`src/design/mpq_pkg.sv`:
```
// Shared types and constants for the max priority queue.
package mpq_pkg;

    localparam int OCC_W = 5;

    typedef enum logic {
        OP_INSERT = 1'b0,
        OP_REMOVE = 1'b1
    } t_op;

    typedef enum logic [1:0] {
        ST_INSERTED = 2'd0,
        ST_REMOVED  = 2'd1,
        ST_EMPTY    = 2'd2,
        ST_FULL     = 2'd3
    } t_status;

    typedef enum logic [2:0] {
        S_IDLE,
        S_SCAN,
        S_SCAN_WAIT,
        S_SHIFT_INIT,
        S_SHIFT
    } t_state;

    typedef struct packed {
        logic do_insert;
        logic do_full;
        logic do_empty;
        logic scan_init;
        logic scan_issue;
        logic shift_init;
        logic shift_issue;
        logic do_remove;
    } t_dp_cmd;

    typedef struct packed {
        logic full;
        logic empty;
        logic scan_last;
        logic shift_end;
    } t_dp_stat;

endpackage

```
`src/design/mpq_ctrl.sv`:
```
// Controller state machine sequencing insert, scan and shift of the queue.
module mpq_ctrl
    import mpq_pkg::*;
(
    input  logic     i_clk,
    input  logic     i_rst_n,
    input  logic     start,
    input  logic     i_operation,
    input  t_dp_stat i_stat,
    output t_dp_cmd  o_cmd,
    output logic     busy
);

    t_state r_state;
    t_state n_state;

    always_ff @(posedge i_clk) begin
        if (!i_rst_n) begin
            r_state <= S_IDLE;
        end else begin
            r_state <= n_state;
        end
    end

    always_comb begin
        n_state = r_state;
        o_cmd   = '0;
        busy    = 1'b1;
        unique case (r_state)
            S_IDLE: begin
                busy = 1'b0;
                if (start) begin
                    if (t_op'(i_operation) == OP_REMOVE) begin
                        if (i_stat.empty) begin
                            o_cmd.do_empty = 1'b1;
                        end else begin
                            o_cmd.scan_init = 1'b1;
                            n_state         = S_SCAN;
                        end
                    end else if (i_stat.full) begin
                        o_cmd.do_full = 1'b1;
                    end else begin
                        o_cmd.do_insert = 1'b1;
                    end
                end
            end
            S_SCAN: begin
                o_cmd.scan_issue = 1'b1;
                if (i_stat.scan_last) begin
                    n_state = S_SCAN_WAIT;
                end
            end
            S_SCAN_WAIT: begin
                n_state = S_SHIFT_INIT;
            end
            S_SHIFT_INIT: begin
                o_cmd.shift_init = 1'b1;
                n_state          = S_SHIFT;
            end
            S_SHIFT: begin
                if (i_stat.shift_end) begin
                    o_cmd.do_remove = 1'b1;
                    n_state         = S_IDLE;
                end else begin
                    o_cmd.shift_issue = 1'b1;
                end
            end
            default: begin
                n_state = S_IDLE;
            end
        endcase
    end

endmodule

```
`src/design/mpq_datapath.sv`:
```
// Datapath: entry memory, count, scan for the best entry, shift and result registers.
module mpq_datapath
    import mpq_pkg::*;
#(
    parameter int DEPTH          = 16,
    parameter int DATA_WIDTH     = 32,
    parameter int PRIORITY_WIDTH = 8
) (
    input  logic                      i_clk,
    input  logic                      i_rst_n,
    input  t_dp_cmd                   i_cmd,
    input  logic [DATA_WIDTH-1:0]     i_entry_data,
    input  logic [PRIORITY_WIDTH-1:0] i_priority_req,
    output t_dp_stat                  o_stat,
    output logic                      o_valid,
    output logic [1:0]                o_status,
    output logic [DATA_WIDTH-1:0]     o_removed_data,
    output logic [PRIORITY_WIDTH-1:0] o_removed_priority,
    output logic [OCC_W-1:0]          o_occupancy
);

    localparam int AW = $clog2(DEPTH);
    localparam int CW = $clog2(DEPTH + 1);

    logic [DATA_WIDTH-1:0]     mem_data [DEPTH];
    logic [PRIORITY_WIDTH-1:0] mem_pri  [DEPTH];

    logic [CW-1:0]             r_count;
    logic [CW-1:0]             r_idx;
    logic                      r_pipe_vld;
    logic                      r_pipe_shift;
    logic [AW-1:0]             r_pipe_idx;
    logic [DATA_WIDTH-1:0]     r_rd_data;
    logic [PRIORITY_WIDTH-1:0] r_rd_pri;
    logic [AW-1:0]             r_best;
    logic [DATA_WIDTH-1:0]     r_best_data;
    logic [PRIORITY_WIDTH-1:0] r_best_pri;

    logic                      wr_en;
    logic [AW-1:0]             wr_addr;
    logic [DATA_WIDTH-1:0]     wr_data;
    logic [PRIORITY_WIDTH-1:0] wr_pri;
    logic                      take_best;

    assign o_stat.full      = (r_count == CW'(DEPTH));
    assign o_stat.empty     = (r_count == '0);
    assign o_stat.scan_last = (r_idx == r_count - CW'(1));
    assign o_stat.shift_end = (r_idx >= r_count);

    assign take_best = r_pipe_vld && !r_pipe_shift
                       && ((r_pipe_idx == '0) || (r_rd_pri > r_best_pri));

    always_comb begin
        wr_en   = 1'b0;
        wr_addr = r_count[AW-1:0];
        wr_data = i_entry_data;
        wr_pri  = i_priority_req;
        if (i_cmd.do_insert) begin
            wr_en = 1'b1;
        end else if (r_pipe_vld && r_pipe_shift) begin
            wr_en   = 1'b1;
            wr_addr = r_pipe_idx - AW'(1);
            wr_data = r_rd_data;
            wr_pri  = r_rd_pri;
        end
    end

    always_ff @(posedge i_clk) begin
        if (wr_en) begin
            mem_data[wr_addr] <= wr_data;
            mem_pri[wr_addr]  <= wr_pri;
        end
        r_rd_data <= mem_data[r_idx[AW-1:0]];
        r_rd_pri  <= mem_pri[r_idx[AW-1:0]];
    end

    always_ff @(posedge i_clk) begin
        if (take_best) begin
            r_best      <= r_pipe_idx;
            r_best_data <= r_rd_data;
            r_best_pri  <= r_rd_pri;
        end
        r_pipe_idx <= r_idx[AW-1:0];
    end

    always_ff @(posedge i_clk) begin
        if (!i_rst_n) begin
            r_count      <= '0;
            r_idx        <= '0;
            r_pipe_vld   <= 1'b0;
            r_pipe_shift <= 1'b0;
        end else begin
            r_pipe_vld   <= i_cmd.scan_issue | i_cmd.shift_issue;
            r_pipe_shift <= i_cmd.shift_issue;
            priority if (i_cmd.scan_init) begin
                r_idx <= '0;
            end else if (i_cmd.shift_init) begin
                r_idx <= CW'(r_best) + CW'(1);
            end else if (i_cmd.scan_issue || i_cmd.shift_issue) begin
                r_idx <= r_idx + CW'(1);
            end
            if (i_cmd.do_insert) begin
                r_count <= r_count + CW'(1);
            end else if (i_cmd.do_remove) begin
                r_count <= r_count - CW'(1);
            end
        end
    end

    always_ff @(posedge i_clk) begin
        if (!i_rst_n) begin
            o_valid <= 1'b0;
        end else begin
            o_valid <= i_cmd.do_insert | i_cmd.do_full | i_cmd.do_empty | i_cmd.do_remove;
        end
    end

    always_ff @(posedge i_clk) begin
        priority if (i_cmd.do_insert) begin
            o_status           <= ST_INSERTED;
            o_removed_data     <= '0;
            o_removed_priority <= '0;
            o_occupancy        <= OCC_W'(r_count + CW'(1));
        end else if (i_cmd.do_full) begin
            o_status           <= ST_FULL;
            o_removed_data     <= '0;
            o_removed_priority <= '0;
            o_occupancy        <= OCC_W'(r_count);
        end else if (i_cmd.do_empty) begin
            o_status           <= ST_EMPTY;
            o_removed_data     <= '0;
            o_removed_priority <= '0;
            o_occupancy        <= OCC_W'(r_count);
        end else if (i_cmd.do_remove) begin
            o_status           <= ST_REMOVED;
            o_removed_data     <= r_best_data;
            o_removed_priority <= r_best_pri;
            o_occupancy        <= OCC_W'(r_count - CW'(1));
        end else begin
            o_status           <= ST_INSERTED;
            o_removed_data     <= '0;
            o_removed_priority <= '0;
            o_occupancy        <= OCC_W'(r_count);
        end
    end

endmodule

```
`src/design/max_priority_queue.sv`:
```
// Top level of the bounded max priority queue.
// An insert leaves busy low, and the result strobes on o_valid in the next
// cycle. A remove on an empty queue, or an insert into a full one, is handled alike.
// A remove of a held entry reads the entry memory, which has one read and one write port.
// It scans the n held entries for the highest priority (oldest wins among equals), lets
// the choice settle, moves the younger entries down over slot k, and finishes; busy stays
// high throughout, and the result strobes in the same cycle in which busy falls. Each
// result is on the outputs for one cycle only and must be captured then; the receiver
// cannot stall the block.
module max_priority_queue
    import mpq_pkg::*;
#(
    parameter int DEPTH          = 16,
    parameter int DATA_WIDTH     = 32,
    parameter int PRIORITY_WIDTH = 8
) (
    input  logic                      i_clk,
    input  logic                      i_rst_n,
    input  logic                      start,
    output logic                      busy,
    input  logic                      i_operation,
    input  logic [DATA_WIDTH-1:0]     i_entry_data,
    input  logic [PRIORITY_WIDTH-1:0] i_priority_req,
    output logic                      o_valid,
    output logic [1:0]                o_status,
    output logic [DATA_WIDTH-1:0]     o_removed_data,
    output logic [PRIORITY_WIDTH-1:0] o_removed_priority,
    output logic [OCC_W-1:0]          o_occupancy
);

    t_dp_cmd  cmd;
    t_dp_stat stat;

    mpq_ctrl u_ctrl (
        .i_clk       (i_clk),
        .i_rst_n     (i_rst_n),
        .start       (start),
        .i_operation (i_operation),
        .i_stat      (stat),
        .o_cmd       (cmd),
        .busy        (busy)
    );

    mpq_datapath #(
        .DEPTH          (DEPTH),
        .DATA_WIDTH     (DATA_WIDTH),
        .PRIORITY_WIDTH (PRIORITY_WIDTH)
    ) u_datapath (
        .i_clk              (i_clk),
        .i_rst_n            (i_rst_n),
        .i_cmd              (cmd),
        .i_entry_data       (i_entry_data),
        .i_priority_req     (i_priority_req),
        .o_stat             (stat),
        .o_valid            (o_valid),
        .o_status           (o_status),
        .o_removed_data     (o_removed_data),
        .o_removed_priority (o_removed_priority),
        .o_occupancy        (o_occupancy)
    );

endmodule
```
`config.mk`:
```
export PLATFORM = sky130hd
export DESIGN_NAME = max_priority_queue
export DESIGN_NICKNAME = d
export VERILOG_FILES = /design/src/design/mpq_pkg.sv /design/src/design/mpq_ctrl.sv /design/src/design/mpq_datapath.sv /design/src/design/max_priority_queue.sv
export SDC_FILE = /design/constraint.sdc
export NUM_CORES = 1
export LEC_CHECK = 0
export ABC_AREA = 1
export BUFFER_PORTS_ARGS = -buffer_cell sky130_fd_sc_hd__clkbuf_2
export CAP_MARGIN = 40
export CORE_AREA = 2 2 264 266
export CTS_CLUSTER_SIZE = 8
export DETAILED_ROUTE_END_ITERATION = 8
export DIE_AREA = 0 0 266 268
export PLACE_DENSITY_LB_ADDON = 0.12
export SLEW_MARGIN = 20
export SYNTH_ARGS = -nofsm -noshare
export SYNTH_HDL_FRONTEND = slang
export SYNTH_SLANG_ARGS = --single-unit
```
`constraint.sdc`:
```
create_clock -name i_clk -period 5.5 [get_ports i_clk]
set_input_delay 0.825 -clock i_clk [delete_from_list [all_inputs] [get_ports i_clk]]
set_output_delay 0.825 -clock i_clk [all_outputs]
set_load 0.005 [all_outputs]
```
==> qor.yml <==
route:
  routedWlPerCell_um: 22.4
  final_antenna_net_count: 0
  route.detailed.drc: 0
  drt_first_iter_violations: 1268
  num_vias: 18136
  vias_per_cell: 5.47
  firstDrtPassIters: 7
  wirelength_um: 74200
logic_synthesis:
  seq_area_frac_synth_pct: 74.5
  ys_warn_count: 0
  syn_nets: 2284
  syn_area_per_cell_sq_um: 13.7
  synth_area_sq_um: 30400
  synthCells: 2222
  ys_types: 34
  synth-seq-cells: 791
placement:
  dp.cells: 3104
  io_buffers: 92
  place.gp.congestion: 0.747
  place_area_sq_um: 32100
  dp_hpwl_um: 41700
  pre_cts_ws_ns: 1.55
worst_setup_path:
  worst_ep_arrival_time_ns: 4.08
  cp_max_fo: 25
  slowest_delay_ns: 0.58
  cp.required_ns: 5.80
  end_kind: "flip-flop"
  start_kind: "flip-flop"
  worst-setup-path-type: "flip-flop to flip-flop"
  cp_cell_sequence: "inv_1 > ha_1 > nand2_4 > nor2_8 > nor2_8 > nor2_4 > nand2_1 > nand2_1 > nand2_1 > nor2_4 > buf_4"
  critPathMostFrequentCell: "nand2_1"
  slowest_stage: "nor2_4"
  reg2reg_depth: 11
timing:
  fin_crit_sh_pct: 68.7
  finalHoldViolations: 0
  layout_setup_ws_ns: 1.72
  drv_slew: 0
  final.setup.tns_ns: 0
  rsz0062_at_grt: "false"
  whs_ns: 0.427
  slew_headroom_pct: 43.9
  finalSetupViolations: 0
  min_period_ns: 3.78
  max_freq_mhz: 264
  worstMarginPinSlew_ns: 0.842
  finClkSkew_ns: 0.0205
floorplan:
  die_y_um: 268
  initial_utilization_pct: 44.6
  die_w_um: 266
  core_sq_um: 68200
  row_count: 96
  io-pin-count: 93
  dieArea_sq_um: 71300
clock_tree:
  postCtsSetupRepairBufs: 0
  h-tree-depth: 3
  path_clk_slew_ns: 0.05
  cts_root_buffer: "clkbuf_16"
  cts.sinks: 791
  cts_resized: 0
  cts_buffers: 109
  cts_tree: "done"
  hold_buffers: 0
  clkLatencyLatePin_ns: 0.66
  clockBufferDepth: 3
layout:
  area_delta_synth_final_pct: 16.0
  mostFrequentLayoutCells: "edfxtp_1 (684), nor2_1 (295), nand2_1 (232)"
  final_cells: 3314
  final_common_cell: "edfxtp_1"
  antenna_cells: 0
  postLayoutCoreUtil_pct: 51.8
  final.fill_count: 5794
  nets: 2397
  drive_above_1_share_pct: 12.5
  final_area_sq_um: 35300
power_and_ir_drop:
  leakagePower_nw: 12.0
  power_density_nw_per_um2: 460
  vdd_drop_max_mv: 0.288
  total_power_mw: 16.2
global_route:
  antenna_found_initial: 0
  grt.total_usage_pct: 21.0
  grt-ovfl-total: 0
  grt_pass1_vias: 18300
  grt_max_degree: 86
  grt_pass1_wl_um: 112000
job:
  maxCapViolCount: 0
hold_path:
  min_path_cells: 0
  hold_path_class: "flip-flop to flip-flop"
run_status:
  status: "finished clean"
==> cell families (layout without fill, tap and decap cells) <==
family                     count (synthesis)  in the layout  share of synthesized area [%]
buffers and inverters                    221            431                           3.10
and+or+nand+nor                          632            632                           8.53
muxes                                    121            121                           3.98
AOI/OAI and AO/OA                        433            433                           8.98
adders and majority gates                 18             18                          0.740
xor gates and xnor gates                   6              6                          0.173
DFF                                      791            791                           74.5
==> critical path: cells and delay by family (launching register included) <==
kind,cells,cell delay [ns]
DFF,1,0.39
adders and majority gates,1,0.27
and+or+nand+nor,8,2.07
buffers and inverters,2,0.66
==> final timing paths <==
| kind | slack (ns) | endpoint | from |
|---|---|---|---|
| setup / recovery | 1.72 | u_datapath.mem_data[2][0] | u_datapath.r_count[0] |
| hold / removal | 0.43 | u_datapath.r_best_data[31] | u_datapath.r_rd_data[31] |
| setup reg to reg | 1.72 | u_datapath.mem_data[2][0] | u_datapath.r_count[0] |
| hold reg to reg | 0.43 | u_datapath.r_best_data[31] | u_datapath.r_rd_data[31] |
==> sequential cells by signal, indices dropped and copies added, names as in the netlist, 5 cells and up <==
register and cells:
u_datapath.r_rd_pri 8, u_datapath.o_removed_priority 8, u_datapath.r_idx 5, u_datapath.o_removed_data 32, u_datapath.mem_data 512, u_datapath.r_best_pri 8, u_datapath.o_occupancy 5, u_datapath.r_best_data 32
u_datapath.r_count 5, u_datapath.r_rd_data 32, u_datapath.mem_pri 128
==> power breakdown <==
group          total (mW)  internal (mW)  leakage, nW  switching (mW)
logic                2.82          0.922         3.47            1.89
registers            7.22           6.94         7.05           0.287
clock network        6.21           3.77         1.52            2.44
total                16.2           11.6         12.0            4.62
==> layout make-up <==
type	instances	area [sq um]	area share, %
sequential	791	22700	64.3
multi-input combinational	1210	6960	19.7
clock buffer	201	3100	8.79
tap	882	1100	3.13
timing repair buffer	138	1030	2.91
inverter	85	324	0.918
clock inverter	7	105	0.298
==> cells in the mapped netlist, drive strengths merged <==
master    n  area share (%)
edfxtp  684              67
nor2    316             4.1
nand2   234             2.9
o21ai   216             3.6
mux2i   121             4.0
dfxtp   107             7.0
inv      85             1.0
o221ai   82             2.4
o211ai   79             1.9
clkbuf   69            0.85
nand3    69             1.2
buf      67             1.2
o22ai    39            0.80
ha       18            0.74
a21oi    16            0.26
nand4     9            0.23
xor2      4            0.12
nor3      2           0.049
xnor2     2           0.058
a21boi    1           0.025
nand3b    1           0.025
or2       1           0.021
==> per-layer routing <==
layer  GRT usage [%]  share of wire, %  vias to the layer above  wire length (um)
met2            34.9                49                      448             36100
met5               0                 0                        -                 0
met4            6.59               2.1                        0              1560
met3            3.18               4.5                      101              3330
met1            28.6                45                     9125             33200
li1                -                 -                     8462                 -
Power figures use the tool's default switching activity.
